[config.mk]
export PLATFORM = sky130hd
export DESIGN_NAME = turning_point_extractor
export DESIGN_NICKNAME = d
export VERILOG_FILES = /design/src/rtl/tpe_pkg.sv /design/src/rtl/tpe_front.sv /design/src/rtl/tpe_queue.sv /design/src/rtl/tpe_back.sv /design/src/rtl/turning_point_extractor.sv
export SDC_FILE = /design/constraint.sdc
export NUM_CORES = 1
export LEC_CHECK = 0
export BUFFER_PORTS_ARGS = -buffer_cell sky130_fd_sc_hd__buf_2
export CORE_UTILIZATION = 55
export DETAILED_ROUTE_END_ITERATION = 7
export PLACE_DENSITY = 0.71
export SLEW_MARGIN = 30
export SYNTH_ARGS = -nofsm -noshare
export SYNTH_HDL_FRONTEND = slang
export SYNTH_SLANG_ARGS = --single-unit
[constraint.sdc]
create_clock -name clk -period 10.1 [get_ports clk]
set_input_delay 0.505 -clock clk [delete_from_list [all_inputs] [get_ports clk]]
set_output_delay 0.505 -clock clk [all_outputs]
set_load 0.01 [all_outputs]
[src/rtl/tpe_pkg.sv]
// ----------------------------------------------------------------------------
// tpe_pkg: shared types and constants of the turning point extractor
// Holds item codes, result kinds, slope directions, queue sizing and the
// status records that pass between the front, the queue and the top level.
// ----------------------------------------------------------------------------
package tpe_pkg;

	localparam int SAMPLE_BITS_DEF = 12;
	localparam int TIME_BITS_DEF   = 16;
	localparam int DATA_BITS       = 32;
	localparam int ADDR_BITS       = 3;
	localparam int CTRL_BITS       = 3;   // point_kind plus is_last
	localparam int QUEUE_DEPTH     = 4;   // power of two
	localparam int QPTR_BITS       = $clog2(QUEUE_DEPTH);
	localparam int QCNT_BITS       = $clog2(QUEUE_DEPTH + 1);

	// register index, taken from paddr[2]
	localparam logic REG_DEADBAND = 1'b0;

	typedef enum logic {
		OP_SAMPLE = 1'b0,
		OP_FINISH = 1'b1
	} op_t;

	typedef enum logic [1:0] {
		KIND_FIRST = 2'd0,
		KIND_TURN  = 2'd1,
		KIND_FINAL = 2'd2
	} kind_t;

	typedef enum logic [1:0] {
		DIR_NONE   = 2'd0,
		DIR_VALLEY = 2'd1,
		DIR_PEAK   = 2'd2
	} dir_t;

	typedef struct packed {
		logic       fire;
		logic [1:0] count;   // results produced by the accepted item
	} push_t;

	typedef struct packed {
		logic room;          // space for a full two-result burst
		logic nonempty;
	} qstat_t;

	typedef struct packed {
		logic [1:0] fill;
		logic       pend_valid;
	} fstat_t;

endpackage

[src/rtl/tpe_front.sv]
// ----------------------------------------------------------------------------
// tpe_front: sample window, turning point classification and pending point
// Takes one item per transfer, updates the three-point window and produces
// zero, one or two result words for the queue in the same cycle.
// ----------------------------------------------------------------------------
module tpe_front import tpe_pkg::*; #(
	parameter int SAMPLE_BITS = SAMPLE_BITS_DEF,
	parameter int TIME_BITS   = TIME_BITS_DEF
) (
	input  logic                                     clk,
	input  logic                                     arst_n,
	input  logic [SAMPLE_BITS-1:0]                   deadband,
	input  logic                                     fire,
	input  logic                                     op,
	input  logic [SAMPLE_BITS-1:0]                   sample,
	output push_t                                    push,
	output logic [TIME_BITS+SAMPLE_BITS+CTRL_BITS-1:0] res0,
	output logic [TIME_BITS+SAMPLE_BITS+CTRL_BITS-1:0] res1,
	output fstat_t                                   stat
);

	localparam int RW = TIME_BITS + SAMPLE_BITS + CTRL_BITS;

	logic [SAMPLE_BITS-1:0] amp0_q, amp1_q, pend_amp_q;
	logic [TIME_BITS-1:0]   time0_q, time1_q, pend_delta_q, count_q, last_rep_q;
	logic [1:0]             fill_q;
	dir_t                   dir_q;
	logic                   pend_valid_q;

	logic [SAMPLE_BITS-1:0] amp0_d, amp1_d, pend_amp_d;
	logic [TIME_BITS-1:0]   time0_d, time1_d, pend_delta_d, count_d, last_rep_d;
	logic [1:0]             fill_d;
	dir_t                   dir_d;
	logic                   pend_valid_d;

	logic [SAMPLE_BITS-1:0] prev_amp, diff, fin_amp;
	logic [TIME_BITS-1:0]   fin_time, fin_delta, turn_delta;
	logic                   in_band, up01, up12;
	dir_t                   turn_dir;
	logic [1:0]             n_res;
	logic [RW-1:0]          r0, r1;

	function automatic logic [RW-1:0] pack(input logic [TIME_BITS-1:0] delta,
			input logic [SAMPLE_BITS-1:0] amp, input kind_t kind, input logic last);
		pack = {delta, amp, kind, last};
	endfunction

	// newest kept point
	assign prev_amp  = (fill_q == 2'd2) ? amp1_q : amp0_q;
	assign diff      = (sample >= prev_amp) ? (sample - prev_amp) : (prev_amp - sample);
	assign in_band   = diff < deadband;
	assign fin_amp   = (fill_q == 2'd2) ? amp1_q : amp0_q;
	assign fin_time  = (fill_q == 2'd2) ? time1_q : time0_q;
	assign fin_delta = (fill_q == 2'd0) ? '0 : (fin_time - last_rep_q);

	// flat steps count as falling
	assign up01       = amp0_q < amp1_q;
	assign up12       = amp1_q < sample;
	assign turn_dir   = up01 ? DIR_PEAK : DIR_VALLEY;
	assign turn_delta = time1_q - last_rep_q;

	always_comb begin
		amp0_d       = amp0_q;
		amp1_d       = amp1_q;
		time0_d      = time0_q;
		time1_d      = time1_q;
		fill_d       = fill_q;
		dir_d        = dir_q;
		count_d      = count_q + TIME_BITS'(1);
		last_rep_d   = last_rep_q;
		pend_amp_d   = pend_amp_q;
		pend_delta_d = pend_delta_q;
		pend_valid_d = pend_valid_q;
		n_res        = 2'd0;
		r0           = '0;
		r1           = '0;
		if (op == OP_FINISH) begin
			// flush the held turning point, then the newest sample, then clear
			if (pend_valid_q) begin
				r0    = pack(pend_delta_q, pend_amp_q, KIND_TURN, 1'b0);
				r1    = pack(fin_delta, fin_amp, KIND_FINAL, 1'b1);
				n_res = 2'd2;
			end else begin
				r0    = pack(fin_delta, fin_amp, KIND_FINAL, 1'b1);
				n_res = 2'd1;
			end
			if (fill_q == 2'd0) begin
				r0[CTRL_BITS +: SAMPLE_BITS] = pend_valid_q ? pend_amp_q : '0;
			end
			fill_d       = 2'd0;
			dir_d        = DIR_NONE;
			count_d      = '0;
			last_rep_d   = '0;
			pend_valid_d = 1'b0;
		end else if (fill_q == 2'd0) begin
			amp0_d  = sample;
			time0_d = count_q;
			fill_d  = 2'd1;
			r0      = pack(count_q, sample, KIND_FIRST, 1'b0);
			n_res   = 2'd1;
		end else if (in_band) begin
			if (fill_q == 2'd2) begin
				amp1_d  = sample;
				time1_d = count_q;
			end else begin
				amp0_d  = sample;
				time0_d = count_q;
			end
		end else if (fill_q == 2'd1) begin
			amp1_d  = sample;
			time1_d = count_q;
			fill_d  = 2'd2;
		end else if (up01 != up12) begin
			if (pend_valid_q && (turn_dir == dir_q)) begin
				pend_delta_d = pend_delta_q + turn_delta;
			end else begin
				if (pend_valid_q) begin
					r0    = pack(pend_delta_q, pend_amp_q, KIND_TURN, 1'b0);
					n_res = 2'd1;
				end
				pend_delta_d = turn_delta;
			end
			pend_amp_d   = amp1_q;
			pend_valid_d = 1'b1;
			last_rep_d   = time1_q;
			dir_d        = turn_dir;
			amp0_d       = sample;
			time0_d      = count_q;
			fill_d       = 2'd1;
		end else begin
			amp0_d  = amp1_q;
			time0_d = time1_q;
			amp1_d  = sample;
			time1_d = count_q;
		end
	end

	always_ff @(posedge clk or negedge arst_n) begin
		if (!arst_n) begin
			fill_q       <= 2'd0;
			dir_q        <= DIR_NONE;
			count_q      <= '0;
			last_rep_q   <= '0;
			pend_valid_q <= 1'b0;
		end else if (fire) begin
			fill_q       <= fill_d;
			dir_q        <= dir_d;
			count_q      <= count_d;
			last_rep_q   <= last_rep_d;
			pend_valid_q <= pend_valid_d;
		end
	end

	always_ff @(posedge clk) begin
		if (fire) begin
			amp0_q       <= amp0_d;
			amp1_q       <= amp1_d;
			time0_q      <= time0_d;
			time1_q      <= time1_d;
			pend_amp_q   <= pend_amp_d;
			pend_delta_q <= pend_delta_d;
		end
	end

	assign push.fire       = fire;
	assign push.count      = n_res;
	assign res0            = r0;
	assign res1            = r1;
	assign stat.fill       = fill_q;
	assign stat.pend_valid = pend_valid_q;

endmodule

[src/rtl/tpe_queue.sv]
// ----------------------------------------------------------------------------
// tpe_queue: short result queue between front and back
// Takes up to two result words per cycle and hands out one per cycle while pop is asserted.
// ----------------------------------------------------------------------------
module tpe_queue import tpe_pkg::*; #(
	parameter int RW = TIME_BITS_DEF + SAMPLE_BITS_DEF + CTRL_BITS
) (
	input  logic          clk,
	input  logic          arst_n,
	input  push_t         push,
	input  logic [RW-1:0] wdata0,
	input  logic [RW-1:0] wdata1,
	input  logic          pop,
	output logic [RW-1:0] rdata,
	output qstat_t        stat
);

	logic [RW-1:0]        slot_q [QUEUE_DEPTH];
	logic [QPTR_BITS-1:0] head_q, tail_q, tail_nx;
	logic [QCNT_BITS-1:0] cnt_q, n_push, n_pop;

	assign n_push  = push.fire ? QCNT_BITS'(push.count) : '0;
	assign n_pop   = pop ? QCNT_BITS'(1) : '0;
	assign tail_nx = tail_q + QPTR_BITS'(1);

	always_ff @(posedge clk or negedge arst_n) begin
		if (!arst_n) begin
			head_q <= '0;
			tail_q <= '0;
			cnt_q  <= '0;
		end else begin
			tail_q <= tail_q + QPTR_BITS'(n_push);
			if (pop) begin
				head_q <= head_q + QPTR_BITS'(1);
			end
			cnt_q <= cnt_q + n_push - n_pop;
		end
	end

	always_ff @(posedge clk) begin
		if (push.fire && (push.count != 2'd0)) begin
			slot_q[tail_q] <= wdata0;
		end
		if (push.fire && (push.count == 2'd2)) begin
			slot_q[tail_nx] <= wdata1;
		end
	end

	assign rdata         = slot_q[head_q];
	assign stat.nonempty = cnt_q != '0;
	assign stat.room     = cnt_q <= QCNT_BITS'(QUEUE_DEPTH - 2);

endmodule

[src/rtl/tpe_back.sv]
// ----------------------------------------------------------------------------
// tpe_back: result output register
// Loads the queue head whenever the queue is nonempty and the output is empty or being taken.
// ----------------------------------------------------------------------------
module tpe_back import tpe_pkg::*; #(
	parameter int SAMPLE_BITS = SAMPLE_BITS_DEF,
	parameter int TIME_BITS   = TIME_BITS_DEF
) (
	input  logic                                       clk,
	input  logic                                       arst_n,
	input  qstat_t                                     qstat,
	input  logic [TIME_BITS+SAMPLE_BITS+CTRL_BITS-1:0] qdata,
	output logic                                       pop,
	output logic                                       out_valid,
	input  logic                                       out_ready,
	output logic [TIME_BITS-1:0]                       time_delta,
	output logic [SAMPLE_BITS-1:0]                     amplitude,
	output logic [1:0]                                 point_kind,
	output logic                                       is_last
);

	logic                   valid_q;
	logic [TIME_BITS-1:0]   delta_q;
	logic [SAMPLE_BITS-1:0] amp_q;
	logic [1:0]             kind_q;
	logic                   last_q;

	assign pop = qstat.nonempty && (!valid_q || out_ready);

	always_ff @(posedge clk or negedge arst_n) begin
		if (!arst_n) begin
			valid_q <= 1'b0;
		end else if (!valid_q || out_ready) begin
			valid_q <= qstat.nonempty;
		end
	end

	always_ff @(posedge clk) begin
		if (pop) begin
			{delta_q, amp_q, kind_q, last_q} <= qdata;
		end
	end

	assign out_valid  = valid_q;
	assign time_delta = delta_q;
	assign amplitude  = amp_q;
	assign point_kind = kind_q;
	assign is_last    = last_q;

endmodule

[src/rtl/turning_point_extractor.sv]
// ----------------------------------------------------------------------------
// turning_point_extractor: peak and valley detector with deadband
// Reduces a stream of ADC samples to its first sample, its turning points
// and its final sample, each with the ticks since the last reported point.
// ----------------------------------------------------------------------------
// Usage:
//   Input channel (in_valid/in_ready, op, sample): one item per transfer,
//   op selects a new sample or a finish. Output channel (out_valid/out_ready,
//   time_delta, amplitude, point_kind, is_last): one result per transfer.
//   Configuration: APB-style port, deadband at byte address 0; write it only
//   while the block is idle.
//   Throughput: one item per cycle while the output keeps taking results;
//   a finish with a pending turning point yields two results. The rate is
//   set by the single output register.
//   Result path: a result produced by an item is written into the queue when
//   the item transfers; the output register then loads it from the queue
//   once the register is empty or its result is being taken.
//   Reset: clears window, tick counter, pending point, queue and deadband.
//   Receiver stall: results hold in the output register and the four-entry
//   queue; in_ready drops once fewer than two queue slots are free.
// ----------------------------------------------------------------------------
module turning_point_extractor import tpe_pkg::*; #(
	parameter int SAMPLE_BITS = SAMPLE_BITS_DEF,
	parameter int TIME_BITS   = TIME_BITS_DEF
) (
	input  logic                   clk,
	input  logic                   arst_n,
	// configuration
	input  logic                   psel,
	input  logic                   penable,
	input  logic                   pwrite,
	input  logic [ADDR_BITS-1:0]   paddr,
	input  logic [DATA_BITS-1:0]   pwdata,
	output logic [DATA_BITS-1:0]   prdata,
	output logic                   pready,
	// items
	input  logic                   in_valid,
	output logic                   in_ready,
	input  logic                   op,
	input  logic [SAMPLE_BITS-1:0] sample,
	// results
	output logic                   out_valid,
	input  logic                   out_ready,
	output logic [TIME_BITS-1:0]   time_delta,
	output logic [SAMPLE_BITS-1:0] amplitude,
	output logic [1:0]             point_kind,
	output logic                   is_last
);

	localparam int RW = TIME_BITS + SAMPLE_BITS + CTRL_BITS;

	logic [SAMPLE_BITS-1:0] deadband_q;
	logic                   in_fire, pop;
	push_t                  push;
	qstat_t                 qstat;
	fstat_t                 fstat;
	logic [RW-1:0]          res0, res1, qdata;

	// Register port: no wait states; byte offset within a word is ignored.
	assign pready = 1'b1;

	always_ff @(posedge clk or negedge arst_n) begin
		if (!arst_n) begin
			deadband_q <= '0;
		end else if (psel && penable && pwrite && (paddr[2] == REG_DEADBAND)) begin
			deadband_q <= pwdata[SAMPLE_BITS-1:0];
		end
	end

	assign prdata = (paddr[2] == REG_DEADBAND) ? DATA_BITS'(deadband_q) : '0;

	// Accept an item only when the queue can take a full two-result burst.
	assign in_ready = qstat.room;
	assign in_fire  = in_valid && in_ready;

	tpe_front #(
		.SAMPLE_BITS(SAMPLE_BITS),
		.TIME_BITS  (TIME_BITS)
	) u_front (
		.clk     (clk),
		.arst_n  (arst_n),
		.deadband(deadband_q),
		.fire    (in_fire),
		.op      (op),
		.sample  (sample),
		.push    (push),
		.res0    (res0),
		.res1    (res1),
		.stat    (fstat)
	);

	tpe_queue #(
		.RW(RW)
	) u_queue (
		.clk   (clk),
		.arst_n(arst_n),
		.push  (push),
		.wdata0(res0),
		.wdata1(res1),
		.pop   (pop),
		.rdata (qdata),
		.stat  (qstat)
	);

	tpe_back #(
		.SAMPLE_BITS(SAMPLE_BITS),
		.TIME_BITS  (TIME_BITS)
	) u_back (
		.clk       (clk),
		.arst_n    (arst_n),
		.qstat     (qstat),
		.qdata     (qdata),
		.pop       (pop),
		.out_valid (out_valid),
		.out_ready (out_ready),
		.time_delta(time_delta),
		.amplitude (amplitude),
		.point_kind(point_kind),
		.is_last   (is_last)
	);

	// A finish leaves the window empty and drops the pending point.
	a_finish_clears: assert property (@(posedge clk) disable iff (!arst_n)
		in_fire && (op == OP_FINISH) |=> (fstat.fill == 2'd0) && !fstat.pend_valid)
		else $error("state not cleared after finish");

	// The window never rests with three points.
	a_fill_range: assert property (@(posedge clk) disable iff (!arst_n)
		fstat.fill != 2'd3)
		else $error("window left full");

	// A first sample always produces a result on the next cycle.
	a_first_emits: assert property (@(posedge clk) disable iff (!arst_n)
		in_fire && (op == OP_SAMPLE) && (fstat.fill == 2'd0) |=> qstat.nonempty || out_valid)
		else $error("first sample produced no result");

	// The output only becomes valid from a queued result.
	a_out_from_queue: assert property (@(posedge clk) disable iff (!arst_n)
		$rose(out_valid) |-> $past(qstat.nonempty))
		else $error("output valid without queued result");

endmodule
Yosys cells after proc, flatten, opt, wreduce, memory -nomap -nowiden:

Memories as Yosys holds them, arrays and structs flattened. A register that Yosys moved wholly into a read port is not among the register bits.
Cells that the tools add are included.
Widths: inputs -> output; s select.

* $add $sub $neg: 11
* $lt $le $gt $ge: 5
* eq/ne operators: 13
* muxes and demuxes: 72
* bitwise operators: 5
* reduce and logical (&&, ||, !) cells: 20

Operators by type and width (number)
* $mux 31: 10
* $mux 16: 18
* $mux 12: 14
* $mux 2: 19
* $lt 12x12->1: 3
* $sub 16x16->16: 2
* $sub 12x12->12: 2
* $add 16x1->16 const B: 1
* $add 16x16->16: 1
* $ge 12x12->1: 1
* $mux 1: 11
* $reduce_and 5->1: 2
* $logic_and 1x1->1: 8
* $ne 2x2->1 const B: 4
* $ne 3x1->1 const B: 2
* $ne 3x3->1 const B: 2
* $reduce_and 6->1: 1
* $not 1->1: 5
* $add 2x1->2 const B: 2
* $eq 2x2->1 const B: 2
* $reduce_and 4->1: 1
* $reduce_bool 2->1: 2
* $reduce_bool 4->1: 1
* $add 3x3->3: 1
* 11 further kinds: 11

* bits in registers: 141
* RAM bits: 124
* bits of input ports: 55
* logic and storage cells: 143
* memories: 1

Memories
* u_queue.slot_q: depth 4, width 31, read ports 1, clocked after memory_dff 1, write ports 2, line tpe_queue.sv:18 `logic [RW-1:0] slot_q [QUEUE_DEPTH];`

Logic depth before layout (Yosys ltp):

Gate-level depths: netlist (run 1).

* depth after elaboration: 14
* mapped depth: 30
* gate-level depth less buffers: 27

Hierarchy:

Synthesis (run 1) repeated with hierarchy kept, for this count alone.

* cells, all modules: 1510
* area total of the unflattened synthesis: 17994.8 um2

Modules (own cells, without submodules)
* tpe_front: times used 1, cells an instance 1067, area an instance 9743.1 um2, sequential area each 3448.3 um2
* tpe_queue: times used 1, cells an instance 345, area an instance 6516.2 um2, sequential area each 3898.7 um2
* tpe_back: times used 1, cells an instance 35, area an instance 974.7 um2, sequential area each 955.9 um2
* turning_point_extractor: times used 1, cells an instance 63, area an instance 760.7 um2, sequential area each 300.3 um2

Worst setup path before layout (run 1):

No wires, ideal clock.

* path type: register to register
* start point: register u_front.fill_q[0]
* end point: register u_front.amp1_q[0], enable pin
* library setup time: 0.456 ns
* arrival: 7.239 ns
* data required time: 9.644 ns
* setup slack: 2.405 ns
* stages on the path, launching flop included: 23
* clock period less this slack: 7.695 ns
* cell sequence: dfrtp_1 clkbuf_1 nand2b_1 buf_1 mux2i_1 inv_1 ha_1 fa_1 nor2b_1 o2111a_1 a2111oi_0 o21ai_0 nor4_1 o21ai_1 buf_2 mux2i_1 xnor2_1 ha_1 nand4_1 or4_4 a32oi_4 nand3_1 a21boi_0

* longest elaborated chain between the ends: 7
* elaborated cells between the ends (all ways): 13
* classes of those cells: 2 x add/sub; 2 x order compare; 4 x eq/ne; 2 x mux; 1 x bitwise; 2 x reduce/logical

RTL lines
* start, declared: line tpe_front.sv:26 `logic [1:0] fill_q;`
* start signal, assigned: line tpe_front.sv:146 `fill_q <= fill_d;`
* $eq 2x2->1: line tpe_front.sv:49, tpe_front.sv:102
* $mux 12: line tpe_front.sv:49 `assign prev_amp = (fill_q == 2'd2) ? amp1_q : amp0_q;`
* $sub 12x12->12 or $ge 12x12->1 (tied branches): line tpe_front.sv:50 `assign diff = (sample >= prev_amp) ? (sample - prev_amp) : (prev_amp - sample);`
* $mux 12: line tpe_front.sv:50
* $lt 12x12->1: line tpe_front.sv:51 `assign in_band = diff < deadband;`
* $ne 3x1->1 (no line) or $ne 2x2->1 (tied branches)
* $reduce_and 5->1 (no line) (*)
* end signal, assigned: line tpe_front.sv:157 `amp1_q <= amp1_d;`
* end, declared: line tpe_front.sv:24 `logic [SAMPLE_BITS-1:0] amp0_q, amp1_q, pend_amp_q;`

Mark *: on every way between the ends. The rest lies on a longest branch, timed or not.
A chain may end at the register's enable or synchronous reset.

==> results of run 1 <==
-- layout make-up --
cell class,instances,area share [%]
Sequential cell,291,45.5
Multi-Input combinational cell,1024,41.4
Clock buffer,40,4.54
Timing Repair Buffer,106,3.33
Tap cell,390,2.64
Inverter,92,1.87
Clock inverter,17,0.670
-- critical path, cell delays in order (launching register included) --
cell       delay, ns
dfrtp_1         0.52
nand2b_1        0.45
buf_4           0.47
nor2_1          0.08
a21oi_1         0.68
inv_1           0.23
fa_1            0.45
nor2b_1         0.17
o2111a_1        0.19
a2111oi_0       0.08
o21ai_0         0.41
nor4_1          0.11
o21ai_1         0.23
buf_4           0.27
a211oi_1        0.09
a31oi_1         0.18
xor2_1          0.10
ha_1            0.30
nand4_1         0.11
or4_4           0.56
a32oi_4         0.35
nand4_2         0.17
nor3_4          0.36
nor3_2          0.13
or4_4           0.73
nand2_1         0.23
buf_4           0.40
-- cell families after synthesis --
family / count (synthesis) / synth area share (%)
buf+inv: 196 / 5.03
other cells: 2 / 0.0447
flops: 291 / 50.0
fa+ha+maj: 111 / 8.53
mux: 94 / 8.19
compound gates: 429 / 16.4
simple gates: 317 / 9.06
xor+xnor: 52 / 2.71
-- sequential cells by signal, indices dropped and copies added (netlist names), 2 cells and up --
register and count:
u_back.time_delta 16, u_front.count_q 16, u_front.pend_amp_q 12, u_front.time0_q 16
u_front.amp1_q 12, u_front.fill_q 2, u_queue.tail_q 2, deadband_q 12
u_front.amp0_q 12, u_front.time1_q 16, u_front.pend_delta_q 16, u_queue.slot_q 120
u_front.dir_q 2, u_back.amplitude 12, u_front.last_rep_q 16, u_queue.cnt_q 3
u_queue.head_q 2, u_back.point_kind 2
-- report_power, final --
| group | total, mW | switching [mW] | internal (mW) |
|---|---|---|---|
| clock network | 1.08 | 0.468 | 0.610 |
| registers | 1.71 | 0.146 | 1.57 |
| logic | 2.10 | 1.27 | 0.834 |
-- worst min-delay path by stage --
| stage | slack, ns | end | cells past startpoint | startpoint |
|---|---|---|---|---|
| finish | 0.14 | u_back.out_valid | 2 | out_ready |
| global route | 0.13 | u_back.out_valid | 2 | out_ready |
| CTS | 0.13 | u_back.out_valid | 2 | out_ready |
| detailed placement | 0.44 | u_queue.slot_q[2][1] | 2 | u_queue.slot_q[2][1] |
| global placement | 0.43 | u_queue.slot_q[3][1] | 2 | u_queue.slot_q[3][1] |
| floorplan | 0.21 | deadband_q[0] | 0 | arst_n |
-- per-stage QoR --
| stage | utilization (%) | hold slack [ns] | setup slack (ns) | total power [mW] |
|---|---|---|---|---|
| floorplan | - | 0.209 | 2.40 | 3.23 |
| global placement | 58.6 | 0.430 | 1.88 | 3.74 |
| detailed placement | 58.6 | 0.440 | 1.76 | 3.81 |
| CTS | 61.9 | 0.125 | 1.73 | 4.89 |
| global route | 61.9 | 0.128 | 1.20 | 5.19 |
| finish | 61.9 | 0.140 | 1.61 | 4.89 |
-- metal layers --
layer / vias up / global-route usage, %
li1: 5698 / -
met1: 5954 / 38.0
met2: 497 / 42.7
met3: 62 / 3.89
met4: 0 / 6.82
met5: - / 0
-- layout by cell type (no fill, tap or decap), drive strengths merged, types with 49 or more instances in the layout --
cell type / synthesis / final
edfxtp: 230 / 230
o22ai: 113 / 113
buf: 41 / 106
ha: 105 / 105
nor2: 93 / 93
nand2: 92 / 92
inv: 91 / 91
o21ai: 87 / 87
a21oi: 81 / 81
dfrtp: 57 / 57
mux2: 49 / 49
==> results.md, run 1 <==
* Area added between synthesis and finish at 9.97%
* Routed Antenna Nets at 0
* I/O pins at 121
* Setup TNS at 0 ns
* Post-synthesis sequential area ratio at 50.0%
* Leakage power at 7.25 nW
* Synth Area per Inst at 11.3 um2
* Initial Utilization at 56.3%
* Post-synth EDFFs at between 200 and 250
* Post-Synthesis Cells at 1492
* Final Wtd Congestion at 0.889
* Critical Path End Type: flip-flop
* Clock sink count at 291
* Min Clock Period, post-route at 8.49 ns
* Detailed placer's ending HPWL at slightly below 30 mm
* Vias in the first global route at 11900
* RSZ-0062 raised after global routing: no
* Yosys warns at 0
* Clock Path Buffers at 3
* Clk_lat worst skew at 0.56 ns
* Routed WL at 41.0 mm
* Largest net degree at the start of global routing at 58
* Worst min-delay path class: in -> reg
* CTS Hold Buffers Added at 0
* Relative slew slack at 36.4%
* Final worst path period share at 84.0%
* All-Layer GR Usage at approximately a quarter
* CP Launch Point: u_front.fill_q[1]
* Post-cts resize count at 0
* First-pass GRT wire length at 64.6 mm
* Routed vias/inst at 6.23
* Most frequent cells after synthesis: 230 x edfxtp_1, 113 x o22ai_1, 105 x ha_1
* CTS H-tree lvls at 1
* Aggregate global routing overflow at 0
* Crit-path max FO at 31
* Met3 wire len at ~3.2 mm
* Max-slew violation count at 0
* Primary FF master, synth: edfxtp_1
* Share of synthesized registers carrying an async set or reset at about a fifth
* Routed len/inst at 20.9 um
* CORE AREA at between 20000 and 30000 um2
* Fraction of layout cells with a size suffix above 1 at 16.3%
* Top cell type's share of synthesized area at 41.1%
* Flop2flop setup slack at 1.61 ns
* Max Fclk at 0.118 GHz
* Final cell count without fillers at between 1500 and 2000
* Diode count at 0
* Max-cap violation count at 0
* RR Endpoint: u_queue.slot_q[0][18]
* Power Density at between 200 and 300 nW/um2
* Post-route cell area at 18500 um2
* Layout Skew at 0.00911 ns
* Critical Path RT at 10.31 ns
* Filler cells at 2358
* Wl on met1 at 18.1 mm
* DRC violations left at 0
* Worst Path Arrival at roughly 8.7 ns
* Synthesis-stage register bit count at 291
* Max VDD drop at 0.147 mV
* Post-synthesis cell area at 16800 um2
* Clk Tree Root Cell: clkbuf_16
* Cell taking the most area after synthesis: edfxtp_1
* Area of the multi-input gates at 7660 um2
* Most common cell in the netlist: edfxtp_1
* Die X-Extent at between 150 and 200 um
* Synth cell types at 70
* Crit path to: u_queue.slot_q[0][18]
* TritonCTS clock tree: yes
* Setup CP Type: reg -> reg
* Worst r2r src: u_front.fill_q[1]
* Buffers on Ports at 77
* Placed cell area at around 18000 um2
* Pre-Repair DR Iteration Count at 7
* Crit path launch type: flip-flop
* Outcome: complete, no violations
* Net count, final at 1712
* Main area contributors after synthesis: edfxtp_1 41%, dfrtp_1 8.5%, ha_1 7.8%
* Full die area at between 30000 and 40000 um2
* Final setup fails at 0
* Placed insts at approximately 1900
* Worst reg2reg path depth at 26
* DRT iter0 DRCs at 1264
* Initial antenna violation count at 0
* Register Area at 8420 um2
* Met2 WL at 18.9 mm
* Die height at 177 um
* Top layer in use: met4
* Total CTS buffers at 31
* Via count at approximately 12000
* Setup Fix Bufs, Post-CTS at 0
* Row count at 63
* Least-Margin Pin Slew at 0.946 ns
* Final hold viol count at 0
* Clk pin slew, worst setup/hold paths at around 0.060 ns
No activity file was read; power rests on OpenSTA's default activity.
==> run 2, diff against run 1 <==
- clock period: 10.1 -> 8.5 ns (I/O delays scaled with it)
==> run 2 against run 1 <==
  * Critical path depth shrank 4
  * Sequential power increased by 20%
  * Hold slack worse by 0.14 ns
  * Non-clock buffer count grew 1
  * Clock skew up 0.0064 ns
  * Maximum frequency grew 8.8%
  * Global-route usage grew 0.18 points
==> results.md, run 2 (same netlist as run 1, synthesis figures left out) <==
* Outcome: complete, no violations
* Max Fclk at 0.128 GHz (+8.8%)
* RR Endpoint: u_queue.slot_q[1][26]
* Post-route cell area at 18700 um2 (+0.92%)
* Worst r2r src: u_front.fill_q[0]
* Clk_lat worst skew at 0.52 ns (-0.04 ns)
* Crit-path max FO at 19 (-39%)
* Die height at 177 um (unchanged)
* Clk Tree Root Cell: clkbuf_16
* First-pass GRT wire length at 64.5 mm (about the same)
* Crit path to: u_queue.slot_q[1][26]
* I/O pins at 121 (unchanged)
* Detailed placer's ending HPWL at 28.0 mm (-3.1%)
* Critical Path End Type: flip-flop
* Max-cap violation count at 0 (unchanged)
* Worst Path Arrival at 8.02 ns (-0.68 ns)
* Final worst path period share at 91.7% (+7.7 points)
* Via count at 12300 (+0.90%)
* Stages on the worst setup path at 22 (-15%)
* Die X-Extent at 177 um (unchanged)
* Layout Skew at 0.0155 ns (+0.00639 ns)
* Fraction of layout cells with a size suffix above 1 at 16.4% (+0.065 points)
* Flop2flop setup slack at 0.70 ns (-0.91 ns)
* Full die area at 31300 um2 (unchanged)
* Routed Antenna Nets at 0 (unchanged)
* Critical-path top delay cell: a221oi_1
* Filler cells at 2367 (+0.38%)
* Net count, final at 1716 (+0.23%)
* All-Layer GR Usage at 26.8% (+0.18 points)
* WP buf/inv at 2 (-2)
* Largest register by flop count: u_queue.slot_q
* Routed len/inst at 20.9 um (-0.37%)
* Worst path top cell family by delay: compound AO/OA/AOI/OAI gates
* RSZ-0062 raised after global routing: no
* Slowest stage delay, CP at 0.82 ns (+0.09 ns)
* Initial antenna violation count at 0 (unchanged)
* Final setup fails at 0 (unchanged)
* Largest net degree at the start of global routing at 58 (unchanged)
* Setup TNS at 0 ns (unchanged)
* CORE AREA at 29900 um2 (unchanged)
* Max FFs per register at 120 (unchanged)
* Setup Fix Bufs, Post-CTS at 0 (unchanged)
* Aggregate global routing overflow at 0 (unchanged)
* Worst min-delay path class: in -> async
* Row count at 63 (unchanged)
* Crit path launch type: flip-flop
* Total CTS buffers at 34 (+9.7%)
* TritonCTS clock tree: yes
* Routed WL at 41.0 mm (about the same)
* Register Area at 8420 um2 (unchanged)
* Max-slew violation count at 0 (unchanged)
* Critical Path RT at 8.73 ns (-1.58 ns)
* Vias in the first global route at 11700 (-1.4%)
* Max VDD drop at 0.187 mV (+27%)
* Pre-Repair DR Iteration Count at 6 (-1)
* Area added between synthesis and finish at 11.0%
* Placed cell area at 17500 um2 (+0.12%)
* CP Launch Point: u_front.fill_q[0]
* Least-Margin Pin Slew at 0.935 ns (-0.0104 ns)
* Buffers on Ports at 77 (unchanged)
* DRC violations left at 0 (unchanged)
* Power Density at 320 nW/um2 (+21%)
* Clk pin slew, worst setup/hold paths at 0.06 ns (about the same)
* Commonest non-fill, non-tap cell in the layout: edfxtp_1
* Final Wtd Congestion at 0.880 (-0.93%)
* Most frequent cells in the layout: 230 x edfxtp_1, 113 x o22ai_1, 105 x ha_1
* Setup CP Type: reg -> reg
* Diode count at 0 (unchanged)
* Relative slew slack at 37.1% (+0.70 points)
* Min Clock Period, post-route at 7.80 ns (-0.689 ns)
* Clock Path Buffers at 3 (unchanged)
* Routed vias/inst at 6.27 (+0.59%)
* Clock sink count at 291 (unchanged)
* Leakage power at 7.34 nW (+1.1%)
* DRT iter0 DRCs at 1563 (+24%)
* CTS H-tree lvls at 2 (+1)
* Final hold viol count at 0 (unchanged)
* Initial Utilization at 56.3% (unchanged)
* CP Cell Sequence: nand2b_2, nor2_1, a21oi_1, inv_1, ha_1, and3_1, a2111oi_0, o21ai_0, nor4_1, o21ai_1, buf_4, a211oi_1, a21oi_1, xnor2_1, ha_1, a2111oi_0, a32oi_4, nand3_1, o31a_1, nor2_1, a221oi_1, o22ai_1
* Area of the multi-input gates at 7670 um2 (about the same)
* Worst reg2reg path depth at 22 (-15%)
## run 2: repair_timing
action,4_1_cts,5_1_grt
gates resized for setup,0,2
endpoints found under the setup margin,0,5
hold buffers,0,0
## run 2: cell type report
type	instances	share of cell area, %
multi-input combinational	1024	41.1
inverter	92	1.85
timing repair buffer	107	3.43
clock buffer	43	4.91
tap	390	2.61
sequential	291	45.1
clock inverter	19	1.02
## run 2: worst min-delay path by stage
stage	startpoint	to	cells past startpoint
global placement	u_queue.slot_q[1][1]	u_queue.slot_q[1][1]	2
detailed placement	u_queue.slot_q[3][1]	u_queue.slot_q[3][1]	2
floorplan	arst_n	deadband_q[0]	0
finish	arst_n	u_back.out_valid	2
CTS	out_ready	u_back.out_valid	2
global route	arst_n	u_back.out_valid	2
## run 2: per-stage QoR
step	cells	hold WS, ns	power (mW)	util (%)	setup slack [ns]
after detailed placement	1904	0.440	4.51	58.7	0.745
after global placement	1904	0.433	4.43	58.7	0.820
after global routing	1966	0.0427	6.33	62.5	0.222
after CTS	1966	0.0884	5.96	62.4	0.730
final	1966	0.000889	5.97	62.5	0.704
after floorplan	1511	0.129	3.83	-	0.805
## run 2: routing by layer
metal	global-route usage [%]	part of all wire [%]	vias to the layer above
met4	7.83	2.4	0
met2	41.7	45	553
met3	3.74	8.5	73
met5	0	0	-
li1	-	-	5722
met1	39.2	44	5973
## run 2: report_power, final
part / switching, mW / internal (mW)
registers: 0.186 / 1.86
logic: 1.49 / 0.995
clock network: 0.586 / 0.859
